===== src/rtl/kplc_pkg.sv =====
// Package: shared types and constants for the keypad PIN lock controller.
`timescale 1ns / 1ps

package kplc_pkg;

	localparam int unsigned TICK_W  = 16;
	localparam int unsigned LIMIT_W = 3;
	localparam int unsigned KEY_W   = 4;
	localparam int unsigned FIELD_W = 3;
	localparam int unsigned CIDX_W  = 3;

	// Configuration register indexes
	localparam logic [CIDX_W-1:0] CFG_OPEN_TICKS    = 3'd0;
	localparam logic [CIDX_W-1:0] CFG_WINDOW_TICKS  = 3'd1;
	localparam logic [CIDX_W-1:0] CFG_WRONG_TICKS   = 3'd2;
	localparam logic [CIDX_W-1:0] CFG_LOCKOUT_TICKS = 3'd3;
	localparam logic [CIDX_W-1:0] CFG_CHANGED_TICKS = 3'd4;
	localparam logic [CIDX_W-1:0] CFG_ATTEMPT_LIMIT = 3'd5;

	localparam logic [TICK_W-1:0]  RST_OPEN_TICKS    = 16'd3000;
	localparam logic [TICK_W-1:0]  RST_WINDOW_TICKS  = 16'd3000;
	localparam logic [TICK_W-1:0]  RST_WRONG_TICKS   = 16'd2000;
	localparam logic [TICK_W-1:0]  RST_LOCKOUT_TICKS = 16'd5000;
	localparam logic [TICK_W-1:0]  RST_CHANGED_TICKS = 16'd2000;
	localparam logic [LIMIT_W-1:0] RST_ATTEMPT_LIMIT = 3'd3;

	localparam logic [KEY_W-1:0] KEY_MAX_DIGIT = 4'd9;
	localparam logic [KEY_W-1:0] KEY_HASH      = 4'd11;

	localparam logic KIND_KEY  = 1'b0;
	localparam logic KIND_TICK = 1'b1;

	typedef enum logic [2:0] {
		M_ENTER   = 3'd0,
		M_OPEN    = 3'd1,
		M_WINDOW  = 3'd2,
		M_NEWPIN  = 3'd3,
		M_WRONG   = 3'd4,
		M_LOCK    = 3'd5,
		M_CHANGED = 3'd6
	} mode_t;

	typedef enum logic [2:0] {
		EV_NONE    = 3'd0,
		EV_DIGIT   = 3'd1,
		EV_GRANT   = 3'd2,
		EV_WRONG   = 3'd3,
		EV_LOCKED  = 3'd4,
		EV_CHSTART = 3'd5,
		EV_CHANGED = 3'd6
	} event_t;

	typedef struct packed {
		logic [TICK_W-1:0]  open_ticks;
		logic [TICK_W-1:0]  window_ticks;
		logic [TICK_W-1:0]  wrong_ticks;
		logic [TICK_W-1:0]  lockout_ticks;
		logic [TICK_W-1:0]  changed_ticks;
		logic [LIMIT_W-1:0] attempt_limit;
	} cfg_t;

	typedef struct packed {
		mode_t              mode;
		logic [FIELD_W-1:0] digits;
		logic [FIELD_W-1:0] fails;
		event_t             evt;
	} status_t;

endpackage


===== src/rtl/keypad_pin_lock_controller.sv =====
// Top level of the keypad PIN lock controller: handshakes, input stage, result stage.
`timescale 1ns / 1ps

//  channel | valid / ready          | payload
//  --------+------------------------+------------------------------------------------
//  in      | in_valid / in_ready    | kind, key_code
//  out     | out_valid / out_ready  | relay_on, mode, digits_entered, event_res,
//          |                        | failed_count
//  cfg     | cfg_valid / cfg_ready  | cfg_index, cfg_data (cfg_ready is always high)
//
// One transaction per cycle sustained while out_ready is high: an input is captured
// into the _s1 stage, then the state update and result are computed and registered
// once the result slot is free. A stalled result holds the _s1 stage; in_ready
// falls only when both the _s1 stage and the result register are occupied and
// out_ready is low. Reset restores the default timing registers, PIN 1234, mode
// enter and clears all counters; no clearing pass is needed.

module keypad_pin_lock_controller #(
	parameter int unsigned PIN_DIGITS = 4
) (
	input  logic                          clk,
	input  logic                          arst_n,
	// key / tick input
	input  logic                          in_valid,
	output logic                          in_ready,
	input  logic                          kind,
	input  logic [kplc_pkg::KEY_W-1:0]    key_code,
	// result output
	output logic                          out_valid,
	input  logic                          out_ready,
	output logic                          relay_on,
	output logic [kplc_pkg::FIELD_W-1:0]  mode,
	output logic [kplc_pkg::FIELD_W-1:0]  digits_entered,
	output logic [kplc_pkg::FIELD_W-1:0]  event_res,
	output logic [kplc_pkg::FIELD_W-1:0]  failed_count,
	// configuration writes
	input  logic                          cfg_valid,
	output logic                          cfg_ready,
	input  logic [kplc_pkg::CIDX_W-1:0]   cfg_index,
	input  logic [kplc_pkg::TICK_W-1:0]   cfg_data
);
	import kplc_pkg::*;

	logic             valid_s1;
	logic             kind_s1;
	logic [KEY_W-1:0] key_s1;
	logic             out_valid_q;
	logic             advance;
	cfg_t             cfg;
	status_t          status;

	// item in _s1 moves into the state / result registers when the result slot frees
	assign advance  = valid_s1 && (!out_valid_q || out_ready);
	assign in_ready = !valid_s1 || advance;

	always_ff @(posedge clk or negedge arst_n) begin
		if (!arst_n) begin
			valid_s1 <= 1'b0;
		end else if (in_ready) begin
			valid_s1 <= in_valid;
		end
	end

	always_ff @(posedge clk) begin
		if (in_valid && in_ready) begin
			kind_s1 <= kind;
			key_s1  <= key_code;
		end
	end

	always_ff @(posedge clk or negedge arst_n) begin
		if (!arst_n) begin
			out_valid_q <= 1'b0;
		end else if (advance) begin
			out_valid_q <= 1'b1;
		end else if (out_ready) begin
			out_valid_q <= 1'b0;
		end
	end

	assign cfg_ready = 1'b1;

	kplc_cfg_regs u_cfg (
		.clk      (clk),
		.arst_n   (arst_n),
		.wr_en    (cfg_valid && cfg_ready),
		.wr_index (cfg_index),
		.wr_data  (cfg_data),
		.cfg      (cfg)
	);

	// State registers change only on advance, so they also serve as the result register.
	kplc_fsm #(
		.PIN_DIGITS (PIN_DIGITS)
	) u_fsm (
		.clk     (clk),
		.arst_n  (arst_n),
		.step_en (advance),
		.kind    (kind_s1),
		.key     (key_s1),
		.cfg     (cfg),
		.status  (status)
	);

	assign out_valid      = out_valid_q;
	assign relay_on       = (status.mode == M_OPEN);
	assign mode           = status.mode;
	assign digits_entered = status.digits;
	assign event_res      = status.evt;
	assign failed_count   = status.fails;

	// a lockout always leaves the failure count cleared
	a_lock_clears: assert property (@(posedge clk) disable iff (!arst_n)
		out_valid && event_res == EV_LOCKED |-> failed_count == '0 && mode == M_LOCK)
		else $error("lockout without cleared failure count");

	// a completed entry always leaves the digit count at zero
	a_entry_done: assert property (@(posedge clk) disable iff (!arst_n)
		out_valid && (event_res == EV_GRANT || event_res == EV_WRONG ||
		event_res == EV_CHANGED) |-> digits_entered == '0)
		else $error("digit count not reset after completed entry");

	// a stalled result must not change under the consumer
	a_result_hold: assert property (@(posedge clk) disable iff (!arst_n)
		out_valid && !out_ready |=> out_valid && $stable(event_res) && $stable(mode))
		else $error("result changed while stalled");

	// digits are only taken in entry modes
	a_digit_mode: assert property (@(posedge clk) disable iff (!arst_n)
		out_valid && event_res == EV_DIGIT |-> mode == M_ENTER || mode == M_NEWPIN)
		else $error("digit taken outside an entry mode");

endmodule


===== src/rtl/kplc_cfg_regs.sv =====
// Configuration register file for the keypad PIN lock controller.
`timescale 1ns / 1ps

module kplc_cfg_regs (
	input  logic                         clk,
	input  logic                         arst_n,
	input  logic                         wr_en,
	input  logic [kplc_pkg::CIDX_W-1:0]  wr_index,
	input  logic [kplc_pkg::TICK_W-1:0]  wr_data,
	output kplc_pkg::cfg_t               cfg
);
	import kplc_pkg::*;

	cfg_t cfg_q;

	always_ff @(posedge clk or negedge arst_n) begin
		if (!arst_n) begin
			cfg_q.open_ticks    <= RST_OPEN_TICKS;
			cfg_q.window_ticks  <= RST_WINDOW_TICKS;
			cfg_q.wrong_ticks   <= RST_WRONG_TICKS;
			cfg_q.lockout_ticks <= RST_LOCKOUT_TICKS;
			cfg_q.changed_ticks <= RST_CHANGED_TICKS;
			cfg_q.attempt_limit <= RST_ATTEMPT_LIMIT;
		end else if (wr_en) begin
			unique case (wr_index)
				CFG_OPEN_TICKS:    cfg_q.open_ticks    <= wr_data;
				CFG_WINDOW_TICKS:  cfg_q.window_ticks  <= wr_data;
				CFG_WRONG_TICKS:   cfg_q.wrong_ticks   <= wr_data;
				CFG_LOCKOUT_TICKS: cfg_q.lockout_ticks <= wr_data;
				CFG_CHANGED_TICKS: cfg_q.changed_ticks <= wr_data;
				CFG_ATTEMPT_LIMIT: cfg_q.attempt_limit <= wr_data[LIMIT_W-1:0];
				default: begin
					// unmapped index: write dropped
				end
			endcase
		end
	end

	assign cfg = cfg_q;

endmodule


===== src/rtl/kplc_fsm.sv =====
// Lock state machine: entry store, PIN store, hold timer and failure counter.
`timescale 1ns / 1ps

module kplc_fsm #(
	parameter int unsigned PIN_DIGITS = 4
) (
	input  logic                        clk,
	input  logic                        arst_n,
	input  logic                        step_en,
	input  logic                        kind,
	input  logic [kplc_pkg::KEY_W-1:0]  key,
	input  kplc_pkg::cfg_t              cfg,
	output kplc_pkg::status_t           status
);
	import kplc_pkg::*;

	localparam int unsigned CW = (PIN_DIGITS > 1) ? $clog2(PIN_DIGITS) : 1;
	localparam logic [CW-1:0] LAST_IDX = CW'(PIN_DIGITS - 1);

	mode_t                mode_q, mode_d;
	logic [CW-1:0]        cnt_q, cnt_d;
	logic [LIMIT_W-1:0]   fail_q, fail_d;
	logic [TICK_W-1:0]    timer_q, timer_d;
	event_t               evt_q, evt_d;
	logic [KEY_W-1:0]     entry_q [PIN_DIGITS];
	logic [KEY_W-1:0]     pin_q   [PIN_DIGITS];
	logic [KEY_W-1:0]     full_entry [PIN_DIGITS];
	logic                 take, pin_we, is_digit, last, match;

	assign is_digit = (key <= KEY_MAX_DIGIT);
	assign last     = (cnt_q == LAST_IDX);

	// Completed entry: stored digits with the final slot taken from the current key
	always_comb begin
		match = 1'b1;
		for (int i = 0; i < PIN_DIGITS; i++) begin
			full_entry[i] = (CW'(i) == LAST_IDX) ? key : entry_q[i];
			if (full_entry[i] != pin_q[i])
				match = 1'b0;
		end
	end

	always_comb begin
		mode_d  = mode_q;
		cnt_d   = cnt_q;
		fail_d  = fail_q;
		timer_d = timer_q;
		evt_d   = EV_NONE;
		take    = 1'b0;
		pin_we  = 1'b0;
		if (kind == KIND_TICK) begin
			unique case (mode_q)
				M_ENTER, M_NEWPIN: begin
					// untimed modes
				end
				M_OPEN, M_WINDOW, M_WRONG, M_LOCK, M_CHANGED: begin
					if (timer_q > TICK_W'(1)) begin
						timer_d = timer_q - TICK_W'(1);
					end else if (mode_q == M_OPEN) begin
						mode_d  = M_WINDOW;
						timer_d = cfg.window_ticks;
					end else begin
						mode_d  = M_ENTER;
						timer_d = '0;
						cnt_d   = '0;
					end
				end
				default: mode_d = M_ENTER;
			endcase
		end else begin
			unique case (mode_q)
				M_WINDOW: begin
					if (key == KEY_HASH) begin
						mode_d = M_NEWPIN;
						cnt_d  = '0;
						evt_d  = EV_CHSTART;
					end
				end
				M_NEWPIN: begin
					if (is_digit) begin
						take = 1'b1;
						if (last) begin
							cnt_d   = '0;
							pin_we  = 1'b1;
							mode_d  = M_CHANGED;
							timer_d = cfg.changed_ticks;
							evt_d   = EV_CHANGED;
						end else begin
							cnt_d = cnt_q + CW'(1);
							evt_d = EV_DIGIT;
						end
					end
				end
				M_OPEN, M_WRONG, M_LOCK, M_CHANGED: begin
					// keys ignored during holds
				end
				default: begin
					mode_d = M_ENTER;
					if (is_digit) begin
						take = 1'b1;
						if (!last) begin
							cnt_d = cnt_q + CW'(1);
							evt_d = EV_DIGIT;
						end else begin
							cnt_d = '0;
							if (match) begin
								fail_d  = '0;
								mode_d  = M_OPEN;
								timer_d = cfg.open_ticks;
								evt_d   = EV_GRANT;
							end else if ((fail_q + LIMIT_W'(1)) >= cfg.attempt_limit) begin
								fail_d  = '0;
								mode_d  = M_LOCK;
								timer_d = cfg.lockout_ticks;
								evt_d   = EV_LOCKED;
							end else begin
								fail_d  = fail_q + LIMIT_W'(1);
								mode_d  = M_WRONG;
								timer_d = cfg.wrong_ticks;
								evt_d   = EV_WRONG;
							end
						end
					end
				end
			endcase
		end
	end

	always_ff @(posedge clk or negedge arst_n) begin
		if (!arst_n) begin
			mode_q  <= M_ENTER;
			cnt_q   <= '0;
			fail_q  <= '0;
			timer_q <= '0;
			evt_q   <= EV_NONE;
		end else if (step_en) begin
			mode_q  <= mode_d;
			cnt_q   <= cnt_d;
			fail_q  <= fail_d;
			timer_q <= timer_d;
			evt_q   <= evt_d;
		end
	end

	// entry digits: no reset, only read once fully written
	always_ff @(posedge clk) begin
		for (int i = 0; i < PIN_DIGITS; i++) begin
			if (step_en && take && (CW'(i) == cnt_q))
				entry_q[i] <= key;
		end
	end

	always_ff @(posedge clk or negedge arst_n) begin
		if (!arst_n) begin
			for (int i = 0; i < PIN_DIGITS; i++)
				pin_q[i] <= KEY_W'((i + 1) % 10);
		end else if (step_en && pin_we) begin
			for (int i = 0; i < PIN_DIGITS; i++)
				pin_q[i] <= full_entry[i];
		end
	end

	assign status.mode   = mode_q;
	assign status.digits = FIELD_W'(cnt_q);
	assign status.fails  = fail_q;
	assign status.evt    = evt_q;

endmodule


===== config.mk =====
export PLATFORM = sky130hd
export DESIGN_NAME = keypad_pin_lock_controller
export DESIGN_NICKNAME = d
export VERILOG_FILES = /design/src/rtl/kplc_pkg.sv /design/src/rtl/keypad_pin_lock_controller.sv /design/src/rtl/kplc_cfg_regs.sv /design/src/rtl/kplc_fsm.sv
export SDC_FILE = /design/constraint.sdc
export NUM_CORES = 1
export LEC_CHECK = 0
export BUFFER_PORTS_ARGS = -buffer_cell sky130_fd_sc_hd__buf_2
export CORE_MARGIN = 1
export CORE_UTILIZATION = 50
export CTS_BUF_LIST = sky130_fd_sc_hd__clkbuf_8
export CTS_CLUSTER_DIAMETER = 50
export DETAILED_ROUTE_END_ITERATION = 8
export PLACE_DENSITY_LB_ADDON = 0.15
export REMOVE_ABC_BUFFERS = 1
export SLEW_MARGIN = 10
export SYNTH_ARGS = -nofsm -noshare
export SYNTH_HDL_FRONTEND = slang
export SYNTH_HIERARCHICAL = 1
export SYNTH_SLANG_ARGS = --single-unit

===== constraint.sdc =====
create_clock -name clk -period 3 [get_ports clk]
set_input_delay 0.3 -clock clk [delete_from_list [all_inputs] [get_ports clk]]
set_output_delay 0.3 -clock clk [all_outputs]
set_load 0.01 [all_outputs]

# [Word level (Yosys, flattened, before mapping)]
# Memory sizes are Yosys's and may differ from the RTL's.
# Index checks and enable logic that the tools add are counted.
[word_totals] ram_bits=16 input_bits=29 out_inout_bits=16 regBits=133 mem_count=1 wordCells=166
[memory_table] name="u_fsm.entry_q" depth=4 width=4 read_ports=3 rd_ports_with_merged_regs=0 write_ports=1 line_no="kplc_fsm.sv:25" text="logic [KEY_W-1:0] entry_q [PIN_DIGITS];"
[classes] n_addsub=3 n_reduce_logical=36 n_lt_le_gt_ge=3 bitwise=2 muxes=72 n_eq_ne=30
[op_table] cell="16-bit two-way mux" count=10
[op_table] cell="3-bit two-way mux" count=18
[op_table] cell="16-bit one-hot mux with 2 select lines" count=1
[op_table] cell="1-bit two-way mux" count=25
[op_table] cell="2-bit two-way mux" count=11
[op_table] cell="7-bit AND reduction" count=3
[op_table] cell="3-bit one-hot mux with 3 select lines" count=2
[op_table] cell="16-bit by 1-bit > comparator with 1-bit output, second input constant" count=1
[op_table] cell="4-bit inequality test" count=4
[op_table] cell="4-bit OR reduction" count=4
[op_table] cell="16-bit by 1-bit subtractor with 16-bit output, second input constant" count=1
[op_table] cell="3-bit equality test, second input constant" count=5
[op_table] cell="3-bit by 2-bit equality test with 1-bit output, second input constant" count=4
[op_table] cell="4-bit two-way mux" count=3
[op_table] cell="2-bit AND reduction" count=6
[op_table] cell="2-bit inequality test, second input constant" count=5
[op_table] cell="3-bit by 2-bit inequality test with 1-bit output, second input constant" count=3
[op_table] cell="3-bit nonzero test" count=3
[op_table] cell="1-bit logical AND" count=8
[op_table] cell="3-bit by 1-bit equality test with 1-bit output, second input constant" count=2
[op_table] cell="3-bit logical NOT" count=2
[op_table] cell="3-bit one-hot mux with 2 select lines" count=1
[op_table] cell="6-bit OR reduction" count=1
[op_table] cell="5-bit AND reduction" count=1
[op_table] cell="18 further kinds" count=22

# [Longest topological paths before layout]
# Gate-level depths: netlist (run 1).
[depth] ltp_word=12 ltp_mapped=11

# [Hierarchy]
# The synthesis (run 1) kept the hierarchy.
[modules_own_cells] module="kplc_fsm" area_each_um2=3798.6 cells_per_inst=398 n_inst=1
[modules_own_cells] module="kplc_cfg_regs" area_each_um2=3229.3 cells_per_inst=180 n_inst=1
[modules_own_cells] module="keypad_pin_lock_controller" area_each_um2=272.8 cells_per_inst=16 n_inst=1

# [Worst setup path after synthesis (run 1)]
# No wires, ideal clock.
[synth_path] kind="register to register" start="register u_fsm.fail_q[0]" end="register u_fsm.timer_q[5]" arrival_ps=2767 t_required_ps=2872 setup_slack_ps=105 stages_incl_launch_ff=12 synth_period_minus_slack_ps=2895 n_path_buf=2 path_cell_list="dfrtp_1 ha_1 xor2_1 ha_1 nand2_1 o21ai_0 clkbuf_1 buf_1 mux2i_1 nor3_1 a211oi_1 nor3_1"
[synth_between] elab_chain_cells=8
[synth_rtl] item="start, declared" line_no="kplc_fsm.sv:22" text="logic [LIMIT_W-1:0] fail_q, fail_d;"
[synth_rtl] item="start signal, assigned" line_no="kplc_fsm.sv:139" text="fail_q <= fail_d;"
[synth_rtl] item="3-bit by 1-bit adder with 3-bit output" line_no="kplc_fsm.sv:111" text="end else if ((fail_q + LIMIT_W'(1)) >= cfg.attempt_limit) begin"
[synth_rtl] item="3-bit >= comparator" line_no="kplc_fsm.sv:111"
[synth_rtl] item="16-bit two-way mux" line_no="kplc_fsm.sv:111"
[synth_rtl] item="16-bit two-way mux" line_no="kplc_fsm.sv:106" text="if (match) begin"
[synth_rtl] item="16-bit two-way mux" line_no="kplc_fsm.sv:101" text="if (!last) begin"
[synth_rtl] item="16-bit two-way mux" line_no="kplc_fsm.sv:99" text="if (is_digit) begin"
[synth_rtl] item="16-bit one-hot mux with 2 select lines" line_no="kplc_fsm.sv:71" text="unique case (mode_q)"
[synth_rtl] item="16-bit two-way mux" line_no="kplc_fsm.sv:51" text="if (kind == KIND_TICK) begin"
[synth_rtl] item="end signal, assigned" line_no="kplc_fsm.sv:140" text="timer_q <= timer_d;"
[synth_rtl] item="end, declared" line_no="kplc_fsm.sv:23" text="logic [TICK_W-1:0] timer_q, timer_d;"
# Every way passes these cells. The select of a mux whose other input is x is not followed.
# A chain may end at the register's enable or synchronous reset.

# [Worst setup path in the final report (run 1)]
[layout_path] start="register u_fsm.timer_q[11]" end="register u_fsm.mode_q[0]"
[layout_between] elab_chain_cells=3
[layout_rtl] item="16-bit by 1-bit > comparator with 1-bit output" line_no="kplc_fsm.sv:57" text="if (timer_q > TICK_W'(1)) begin"
[layout_rtl] item="3-bit inequality test (no line)"
[layout_rtl] item="7-bit AND reduction (no line)"
[layout_rtl] item="end signal, assigned" line_no="kplc_fsm.sv:137" text="mode_q <= mode_d;"
[layout_rtl] item="end, declared" line_no="kplc_fsm.sv:20" text="mode_t mode_q, mode_d;"
# Every way passes these cells.

==> out/summary.txt, run 1 <==
Hold depth = 1
DP HPWL = 10300 um
Hold wc startpoint = kind
Num CTS Buffers = 17
Peak Freq = 364 MHz
WP buf/inv = 0
Vias per inst = 5.87
Initial drt markers = 257
FFs w/ async S/R, synth = 88.3%
RSZ-0062 raised after global routing = false
Final nets = 678
Drt pass-1 iters = 4
Initial Util = 52.0%
Worst skew pair latency = 0.45 ns
Top layer in use = met4
Most frequent cell after synthesis = mux2_2
Critical setup path kind = reg2reg
Largest net degree at the start of global routing = 67
Clock Sink Count = 145
Post-synth top cells = mux2_2 (107), dfrtp_1 (90), dfstp_2 (38)
Worst relative slew slack = 40.7%
Syn Inst Count = 594
CP max-delay cell = or4_4
Area Growth Syn to Fin = 12.2%
Syn Std Cell Area = 7300 um^2
Wire per inst = 18.6 um
WP data required = 3.33 ns
Final min period = 2.75 ns
Core Util, Final = 58.3%
Hold Violations, Final = 0
Post-synth top area share = 30.8%
Worst r2r src = u_fsm/timer_q[11]
IO buf count = 42
# resized after CTS = 0
Row count = 43
Compound-gate portion of the synthesized area = 11.0%
Postcts setup bufs = 0
CTS root buffer = clkbuf_8
Die Span X = 123 um
Reg2Reg Setup Slack = 0.25 ns
Crit-path cells = or4_4, or4_4, or3_1, a31oi_2, o31ai_1, mux2_4
Slew @ Worst Pin = 0.889 ns
CTS Hold Bufs = 5
Mux contribution to synthesized area = 19.2%
Dpl cells = 795
Initial antenna violation count = 0
Final wirelength = 15500 um
Reg clk slew, reported paths = 0.08 ns
CP Capture Type = flop
# setup viols final = 0
Mean area per synthesized cell = 12.3 um^2
CTS tree = done
CP Depth = 6
Met3 routed WL = 733 um
Clock buffer depth = 2
Post-synth EDFFs = 17
DIE AREA = 15100 um^2
Cell variety after synth = 70
Fillers = 1191
All-layer global routing usage = 22.4%
Sequential area share after synthesis = 51.5%
Crit-path leading delay family = simple AND/OR/NAND/NOR gates
Worst setup SP type = flop
Tcrit/Tclk final = 91.6%
Largest family of logic cells by synthesized area = multiplexers
Yosys Warn Count = 6
Worst Hold Class = in2reg
Static Leak = 0.00334 uW
Share of layout cells above drive strength 1 = 39.1%
Register area = 3760 um^2
Critical R2R Capture = u_fsm/mode_q[0]
Global-route wire length before repair = 25300 um
Met2 wire length = 7610 um
Post-Route Skew = 0.00994 ns
Top FF cell, synth = dfrtp_1
Via count = 4884
Slew Limit Fails = 0
Adder-Cell Fraction of Synth Area = 1.71%
H-tree depth = 4
I/O Pins = 45
Die height = 123 um
DRC Markers = 0
Vias in the first global route = 4891
Core area = 14000 um^2
Yosys reg bits = 145
Met1 wire length = 6860 um
Simple logic cell fraction of the synthesized area = 9.89%
Area of the multi-input gates = 3280 um^2
Global-route congestion overflow total = 0
Status = complete, no violations
Endpoint of the worst hold path = kind_s1
Sum Neg Setup Slack = 0 ns
Top cells by area, synth = dfrtp_1 (31%), mux2_2 (17%), dfstp_2 (14%)
Crit path DAT = 3.08 ns
GPL Wtd Cong = 0.909
PD cells = 744 nW/um^2
N_diodes = 0
Crit path top cell by count = or4_4
Cell Count, Final, Fillers Out = 832
FF-to-FF path depth = 6
Top fanout value on the critical path = 6
XOR/XNOR share of the synthesized area = 2.76%
Peak supply drop = 0.470 mV
Area leader, netlist = dfrtp_1
Slowest stage delay, CP = 0.56 ns
Antenna viol nets, final = 0
Max-cap violations = 0
==> worst register-to-register path: cells and delay by family, from the launching register on <==
family	cells	cell delay [ns]
multiplexers	1	0.31
flip-flops	1	0.42
AO/OA/AOI/OAI	2	0.44
AND/OR/NAND/NOR	3	1.47
==> layout make-up <==
class,count,share of cell area [%]
clock inverters,12,2.15
clock buffers,20,3.36
multi-input cells,399,40.0
repair buffers,65,5.32
inverters,11,0.504
flip-flops and latches,145,45.9
well taps,180,2.75
==> how the worst max path moves through the flow <==
| stage | from | to | slack (ns) |
|---|---|---|---|
| after global placement | u_fsm/timer_q[11] | u_fsm/mode_q[0] | 0.36 |
| after detailed placement | u_fsm/timer_q[11] | u_fsm/mode_q[0] | 0.29 |
| after CTS | u_fsm/timer_q[11] | u_fsm/mode_q[0] | 0.27 |
| after floorplan | u_fsm/pin_q[2] | u_fsm/timer_q[8] | -1.41 |
| after global routing | u_fsm/timer_q[11] | u_fsm/mode_q[0] | 0.20 |
| final | u_fsm/timer_q[11] | u_fsm/mode_q[0] | 0.25 |
==> flip-flops by register name, summed over array words and instances, names as in the netlist <==
name	count
key_s1	4
kind_s1	1
out_valid	1
u_cfg/cfg	83
u_fsm/cnt_q	2
u_fsm/entry_q	12
u_fsm/evt_q	3
u_fsm/fail_q	3
u_fsm/mode_q	3
u_fsm/pin_q	16
u_fsm/timer_q	16
valid_s1	1
==> metrics by stage <==
stage / hold WS [ns] / instance area [um^2] / setup slack (ns) / total power (uW)
3_3_place_gp: 0.470 / 7690 / 0.360 / 4330
5_1_grt: 0.0188 / 8190 / 0.203 / 6440
4_1_cts: 0.0113 / 8190 / 0.267 / 6140
6_report: 0.0472 / 8190 / 0.253 / 6090
2_1_floorplan: 0.00441 / 7060 / -1.41 / 3860
3_5_place_dp: 0.464 / 7690 / 0.290 / 4390
==> metal layers <==
layer  up-vias  global-route usage (%)
met1      2464                    28.3
met4         0                    8.69
met3        18                    4.60
met2       109                    37.7
li1       2293                       -
met5         -                       0
==> power breakdown <==
| group | internal [uW] | total (uW) | switching (uW) |
|---|---|---|---|
| Combinational | 768 | 1540 | 775 |
| Clock | 977 | 1730 | 755 |
| Sequential | 2470 | 2820 | 349 |
==> cells in the final DEF, fill, tap and decap left out, types with 17 or more instances in the layout <==
cell / Yosys / final
mux2_2: 107 / 107
dfrtp_1: 90 / 90
buf_2: 4 / 41
dfstp_2: 38 / 38
a21oi_1: 26 / 26
o21ai_0: 23 / 22
clkbuf_8: 0 / 20
nor2_1: 20 / 20
nand2_1: 20 / 20
nor3_1: 20 / 19
xnor2_1: 18 / 18
edfxtp_1: 17 / 17
mux2i_1: 17 / 17
==> cells by family (layout without fill, tap and decap cells) <==
family,Yosys count,count (layout)
adder cells (fa/ha/maj),10,10
multiplexers,126,126
buffers and inverters,50,108
AO/OA/AOI/OAI,115,115
XOR/XNOR,23,23
other,2,2
AND/OR/NAND/NOR,123,123
flip-flops,145,145
(Power assumes the default switching activity.)
==> run 2, diff against run 1 <==
--- a/config.mk
+++ b/config.mk
@@ -12,7 +12,6 @@
 export CTS_CLUSTER_DIAMETER = 50
 export DETAILED_ROUTE_END_ITERATION = 8
 export PLACE_DENSITY_LB_ADDON = 0.15
-export REMOVE_ABC_BUFFERS = 1
 export SLEW_MARGIN = 10
 export SYNTH_ARGS = -nofsm -noshare
 export SYNTH_HDL_FRONTEND = slang
==> run 2 against run 1 <==
Clock skew rose by 0.0012 ns. Critical path depth did not move. Global-route usage rose by 0.54 points. Final cell count rose by 0.60%. Power fell by 4.2%. Worst hold slack got worse by 0.011 ns. Routed wire length rose by 2.0%. Combinational power rose by 3%. Core utilization fell by 0.41 points. Largest cell class unchanged.
==> out/summary.txt, run 2 (synthesized netlist as in run 1, its figures left out) <==
Postcts setup bufs = 0 (unchanged)
Hold depth = 1 (unchanged)
Peak supply drop = 0.348 mV (-26%)
CTS tree = done
# resized after CTS = 0 (unchanged)
DIE AREA = 15100 um^2 (unchanged)
WP data required = 3.34 ns (about the same)
Worst Hold Class = in2reg
Drt pass-1 iters = 5 (+1)
CTS root buffer = clkbuf_8
Max-cap violations = 0 (unchanged)
Power share of the combinational group = 27.0% (+1.7 points)
Vias in the first global route = 5028 (+2.8%)
FF-to-FF path depth = 6 (unchanged)
Antenna viol nets, final = 0 (unchanged)
Share of layout cells above drive strength 1 = 39.5% (+0.37 points)
Clock buffer depth = 2 (unchanged)
IO buf count = 42 (unchanged)
Num CTS Buffers = 17 (unchanged)
Post-Syn Nets = 633
Sum Neg Setup Slack = 0 ns (unchanged)
Net switching power = 1890 uW (+0.71%)
Slew Limit Fails = 0 (unchanged)
DRC Markers = 0 (unchanged)
Int Pwr = 3950 uW (-6.4%)
Top fanout value on the critical path = 6 (unchanged)
Seq pwr share = 48.2% (+1.9 points)
Final wirelength = 15800 um (+2.0%)
Via count = 4896 (+0.25%)
Max reg flops = 83 (unchanged)
Status = complete, no violations
Worst r2r src = u_fsm/timer_q[11]
Worst setup SP type = flop
Critical R2R Capture = u_fsm/mode_q[0]
# setup viols final = 0 (unchanged)
Clock Sink Count = 145 (unchanged)
Wire per inst = 18.9 um (+1.4%)
Tcrit/Tclk final = 93.7% (+2.1 points)
CP Capture Type = flop
Hold slack = 0.0358 ns (-0.0114 ns)
Fillers = 1149 (-3.5%)
Most frequent cells in the layout = mux2_2 (107), dfrtp_1 (90), buf_2 (41)
I/O Pins = 45 (unchanged)
Final nets = 682 (+0.59%)
Hold Violations, Final = 0 (unchanged)
Initial Util = 52.0% (unchanged)
Commonest non-fill, non-tap cell in the layout = mux2_2
GPL Wtd Cong = 0.844 (-7.2%)
Clock group share of total power = 24.8% (-3.6 points)
Static Leak = 0.00332 uW (-0.71%)
Initial antenna violation count = 1 (+1)
Largest net degree at the start of global routing = 55 (-18%)
Critical setup path kind = reg2reg
Worst skew pair latency = 0.46 ns (about the same)
Reg clk slew, reported paths = 0.08 ns (about the same)
Crit path DAT = 3.15 ns (+0.07 ns)
Area Growth Syn to Fin = 11.4%
PD cells = 718 nW/um^2 (-3.5%)
Sw Share = 32.4% (+1.6 points)
Final min period = 2.81 ns (+0.0640 ns)
Vias per inst = 5.85 (-0.35%)
Row count = 43 (unchanged)
Peak Freq = 356 MHz (-2.3%)
Worst relative slew slack = 48.2% (+7.4 points)
DP HPWL = 10500 um (+2.4%)
Core area = 14000 um^2 (unchanged)
Endpoint of the worst hold path = key_s1[0]
Die Span X = 123 um (unchanged)
Die height = 123 um (unchanged)
Initial drt markers = 355 (+38%)
Global-route wire length before repair = 26100 um (+3.3%)
Post-Route Skew = 0.0111 ns (+0.00121 ns)
All-layer global routing usage = 23.0% (+0.54 points)
Reg2Reg Setup Slack = 0.19 ns (-0.06 ns)
RSZ-0062 raised after global routing = false
Global-route congestion overflow total = 0 (unchanged)
Slew @ Worst Pin = 0.775 ns (-0.114 ns)
Hold wc startpoint = key_code[0]
H-tree depth = 4 (unchanged)
run 2: changes by cell type in the layout (fill, tap and decap cells not counted):
cell / change
inv_4: -1
inv_6: -2
clkinv_4: +4
diode_2: +1
bufinv_16: -3
clkinv_1: +1
clkinv_2: +3
clkbuf_8: -1
inv_1: -1
buf_12: -1
buf_4: +5
run 2: power by group through the flow:
| stage | Combinational, uW | Sequential, uW | Clock, uW |
|---|---|---|---|
| 6_report | 1580 | 2810 | 1450 |
| 5_1_grt | 1750 | 2880 | 1570 |
| 4_1_cts | 1580 | 2810 | 1490 |
| 3_5_place_dp | 1560 | 2840 | 0 |
| 3_3_place_gp | 1510 | 2830 | 0 |
| 2_1_floorplan | 1140 | 2750 | 0 |
run 2: layout make-up:
class / instances / area, um^2 / share of cell area [%]
clock inverters: 13 / 113 / 1.38
clock buffers: 19 / 262 / 3.22
repair buffers: 69 / 453 / 5.57
well taps: 180 / 225 / 2.77
inverters: 11 / 41.3 / 0.508
multi-input cells: 399 / 3280 / 40.3
flip-flops and latches: 145 / 3760 / 46.2
diodes: 1 / 2.50 / 0.0308
run 2: layer usage:
metal | track usage (%) | vias up | share of wire (%)
met5 | 0 | - | 0
met4 | 6.55 | 0 | 0.96
met3 | 5.16 | 12 | 4.5
met2 | 35.7 | 114 | 47
met1 | 32.2 | 2470 | 48
li1 | - | 2300 | -
run 2: what timing repair did:
| action | in CTS | in global routing |
|---|---|---|
| endpoints found under the setup margin | 0 | 0 |
| endpoints found under the hold margin | 30 | 0 |
| hold buffers | 5 | 0 |
run 2: metrics by stage:
step | total power (uW) | utilization, % | cell area, um^2 | std cells | setup slack [ns]
final | 5840 | 57.9 | 8130 | 837 | 0.189
after global placement | 4340 | 54.9 | 7710 | 799 | 0.306
after global routing | 6200 | 57.9 | 8130 | 836 | 0.0773
after CTS | 5880 | 57.9 | 8130 | 836 | 0.211
after floorplan | 3890 | - | 7300 | 594 | 0.105
after detailed placement | 4410 | 54.9 | 7710 | 799 | 0.238
run 2: worst max-delay path by stage:
| stage | end | startpoint |
|---|---|---|
| after CTS | u_fsm/mode_q[0] | u_fsm/timer_q[11] |
| final | u_fsm/mode_q[0] | u_fsm/timer_q[11] |
| after global routing | u_fsm/timer_q[10] | u_fsm/fail_q[0] |
| after detailed placement | u_fsm/mode_q[0] | u_fsm/timer_q[11] |
| after global placement | u_fsm/mode_q[0] | u_fsm/timer_q[11] |
| after floorplan | u_fsm/timer_q[5] | u_fsm/fail_q[0] |
run 2: critical path: stages, from the launching register on:
cell	delay (ns)
dfrtp_1	0.42
or4_4	0.56
or4_4	0.47
or3_1	0.47
a31oi_2	0.32
o31ai_1	0.14
mux2_4	0.31
==> run 3, diff against run 2 <==
--- a/config.mk
+++ b/config.mk
@@ -11,7 +11,7 @@
 export CTS_BUF_LIST = sky130_fd_sc_hd__clkbuf_8
 export CTS_CLUSTER_DIAMETER = 50
 export DETAILED_ROUTE_END_ITERATION = 8
-export PLACE_DENSITY_LB_ADDON = 0.15
+export PLACE_DENSITY = 0.67
 export SLEW_MARGIN = 10
 export SYNTH_ARGS = -nofsm -noshare
 export SYNTH_HDL_FRONTEND = slang
==> run 3 against run 2 <==
Critical path depth did not move. Via count grew 0.35%. Register-to-register slack improved by 0.07 ns. Final cell count shrank 0.48%. Largest power group unchanged. Clock skew fell by 0.00067 ns.
==> out/summary.txt, run 3 (synthesized netlist as in run 1, its figures left out) <==
Area of the multi-input gates = 3280 um^2 (unchanged)
Vias per inst = 5.90 (+0.83%)
Most frequent cells in the layout = mux2_2 (107), dfrtp_1 (90), buf_2 (41)
PD cells = 714 nW/um^2 (-0.59%)
Status = complete, no violations
Wire per inst = 18.7 um (-0.84%)
GPL Wtd Cong = 0.827 (-1.9%)
Post-Syn Nets = 633 (unchanged)
Final min period = 2.74 ns (-0.0697 ns)
Worst Hold Class = in2reg
Critical setup path kind = reg2reg
Drt pass-1 iters = 5 (unchanged)
Clock Sink Count = 145 (unchanged)
CP max-delay cell = or4_4
Peak supply drop = 0.370 mV (+6.4%)
Fillers = 1166 (+1.5%)
Max reg flops = 83 (unchanged)
Initial drt markers = 231 (-35%)
Core area = 14000 um^2 (unchanged)
Area Growth Syn to Fin = 10.6%
Crit path top cell by count = or4_4
Crit-path cells = or4_4, or4_4, or3_1, a31oi_2, o31ai_1, mux2_4
CP Capture Type = flop
Die height = 123 um (unchanged)
Largest net degree at the start of global routing = 60 (+9.1%)
Slew Limit Fails = 0 (unchanged)
Antenna viol nets, final = 0 (unchanged)
Hold Violations, Final = 0 (unchanged)
Crit path DAT = 3.07 ns (-0.08 ns)
Final wirelength = 15600 um (-1.3%)
Row count = 43 (unchanged)
Worst relative slew slack = 50.7% (+2.5 points)
Postcts setup bufs = 0 (unchanged)
Max-cap violations = 0 (unchanged)
WP data required = 3.33 ns (about the same)
Slew @ Worst Pin = 0.737 ns (-0.0373 ns)
Num CTS Buffers = 17 (unchanged)
Post-Route Skew = 0.0105 ns (-0.000672 ns)
Static Leak = 0.00333 uW (+0.19%)
Initial Util = 52.0% (unchanged)
N_diodes = 0 (-1)
Dpl cells = 800 (+0.13%)
Clock buffer depth = 2 (unchanged)
Tcrit/Tclk final = 91.4% (-2.3 points)
IO buf count = 42 (unchanged)
Global-route wire length before repair = 25700 um (-1.6%)
CTS root buffer = clkbuf_8
H-tree depth = 4 (unchanged)
Top fanout value on the critical path = 6 (unchanged)
Vias in the first global route = 4979 (-0.97%)
CTS tree = done
# setup viols final = 0 (unchanged)
Slowest stage delay, CP = 0.56 ns (about the same)
Register area = 3760 um^2 (unchanged)
Reg clk slew, reported paths = 0.07 ns (about the same)
DRC Markers = 0 (unchanged)
Worst skew pair latency = 0.45 ns (about the same)
I/O Pins = 45 (unchanged)
GRT met2 Usage = 38.2% (+2.5 points)
Via count = 4913 (+0.35%)
All-layer global routing usage = 22.8% (-0.20 points)
Commonest non-fill, non-tap cell in the layout = mux2_2
Cell Count, Final, Fillers Out = 833 (-0.48%)
# resized after CTS = 0 (unchanged)
Global-route congestion overflow total = 0 (unchanged)
M3 GR Usage = 4.74% (-0.42 points)
Grt peak-use layer = met2
DP HPWL = 10500 um (-0.16%)
RSZ-0062 raised after global routing = false
Global-route track usage on met1 = 29.2% (-3.0 points)
Worst setup SP type = flop
Share of layout cells above drive strength 1 = 38.6% (-0.89 points)
Peak Freq = 365 MHz (+2.5%)
Initial antenna violation count = 0 (-1)
Sum Neg Setup Slack = 0 ns (unchanged)
Final nets = 679 (-0.44%)
DIE AREA = 15100 um^2 (unchanged)
Die Span X = 123 um (unchanged)
run 3: cell count changes in the layout (fill, tap and decap cells not counted), sizes merged:
| cell | previous run | this run |
|---|---|---|
| bufinv | 1 | 2 |
| dlygate4sd3 | 5 | 1 |
| diode | 1 | 0 |
| buf | 64 | 65 |
| inv | 12 | 18 |
| clkinvlp | 2 | 0 |
| clkbuf | 19 | 17 |
| clkinv | 9 | 6 |
run 3: critical path: cells and delay by family (launching register included):
family / cells / cell delay (ns)
AOI/OAI and AO/OA: 2 / 0.43
and+or+nand+nor: 3 / 1.48
muxes: 1 / 0.31
DFF: 1 / 0.40
run 3: layout make-up:
type	instances	share of cell area (%)
Clock buffer	17	2.90
Clock inverter	15	1.41
Inverter	11	0.512
Multi-Input combinational cell	399	40.6
Sequential cell	145	46.6
Tap cell	180	2.79
Timing Repair Buffer	66	5.21
run 3: through the flow:
stage / cell area (um^2) / total power [uW] / utilization (%) / hold WS [ns] / setup WS, ns
finish: 8070 / 5760 / 57.5 / 0.0315 / 0.259
global route: 8070 / 6120 / 57.5 / 0.0114 / 0.178
CTS: 8070 / 5800 / 57.5 / 0.00911 / 0.271
detailed placement: 7710 / 4400 / 54.9 / 0.317 / 0.284
global placement: 7710 / 4340 / 54.9 / 0.315 / 0.347
floorplan: 7300 / 3890 / - / 0.00441 / 0.105
run 3: worst paths after layout:
path / slack [ns] / depth (start not counted) / end / startpoint
worst min register to register: 0.50 / 2 / u_fsm/evt_q[1] / u_fsm/evt_q[1]
worst max-delay path: 0.26 / 6 / u_fsm/mode_q[0] / u_fsm/timer_q[11]
min in group asynchronous: 0.37 / 2 / u_fsm/pin_q[10] / arst_n
worst min-delay path: 0.03 / 1 / key_s1[3] / key_code[3]
max in group asynchronous: 1.78 / 3 / u_cfg/cfg[12] / arst_n
worst max register to register: 0.26 / 6 / u_fsm/mode_q[0] / u_fsm/timer_q[11]
run 3: per-layer routing:
layer	vias up	part of all wire [%]	wire (um)
met5	-	0	0
met4	0	1.6	242
met3	18	4.1	641
met2	111	50	7720
met1	2488	45	6980
li1	2296	-	-
run 3: report_power, final:
group,internal (uW),switching (uW)
logic,774,784
clock network,704,683
registers,2470,344
run 3: what timing repair did:
action / 4_1_cts / 5_1_grt
hold buffers: 1 / 0
hold endpoints to repair: 30 / 0
endpoints found under the setup margin: 0 / 0
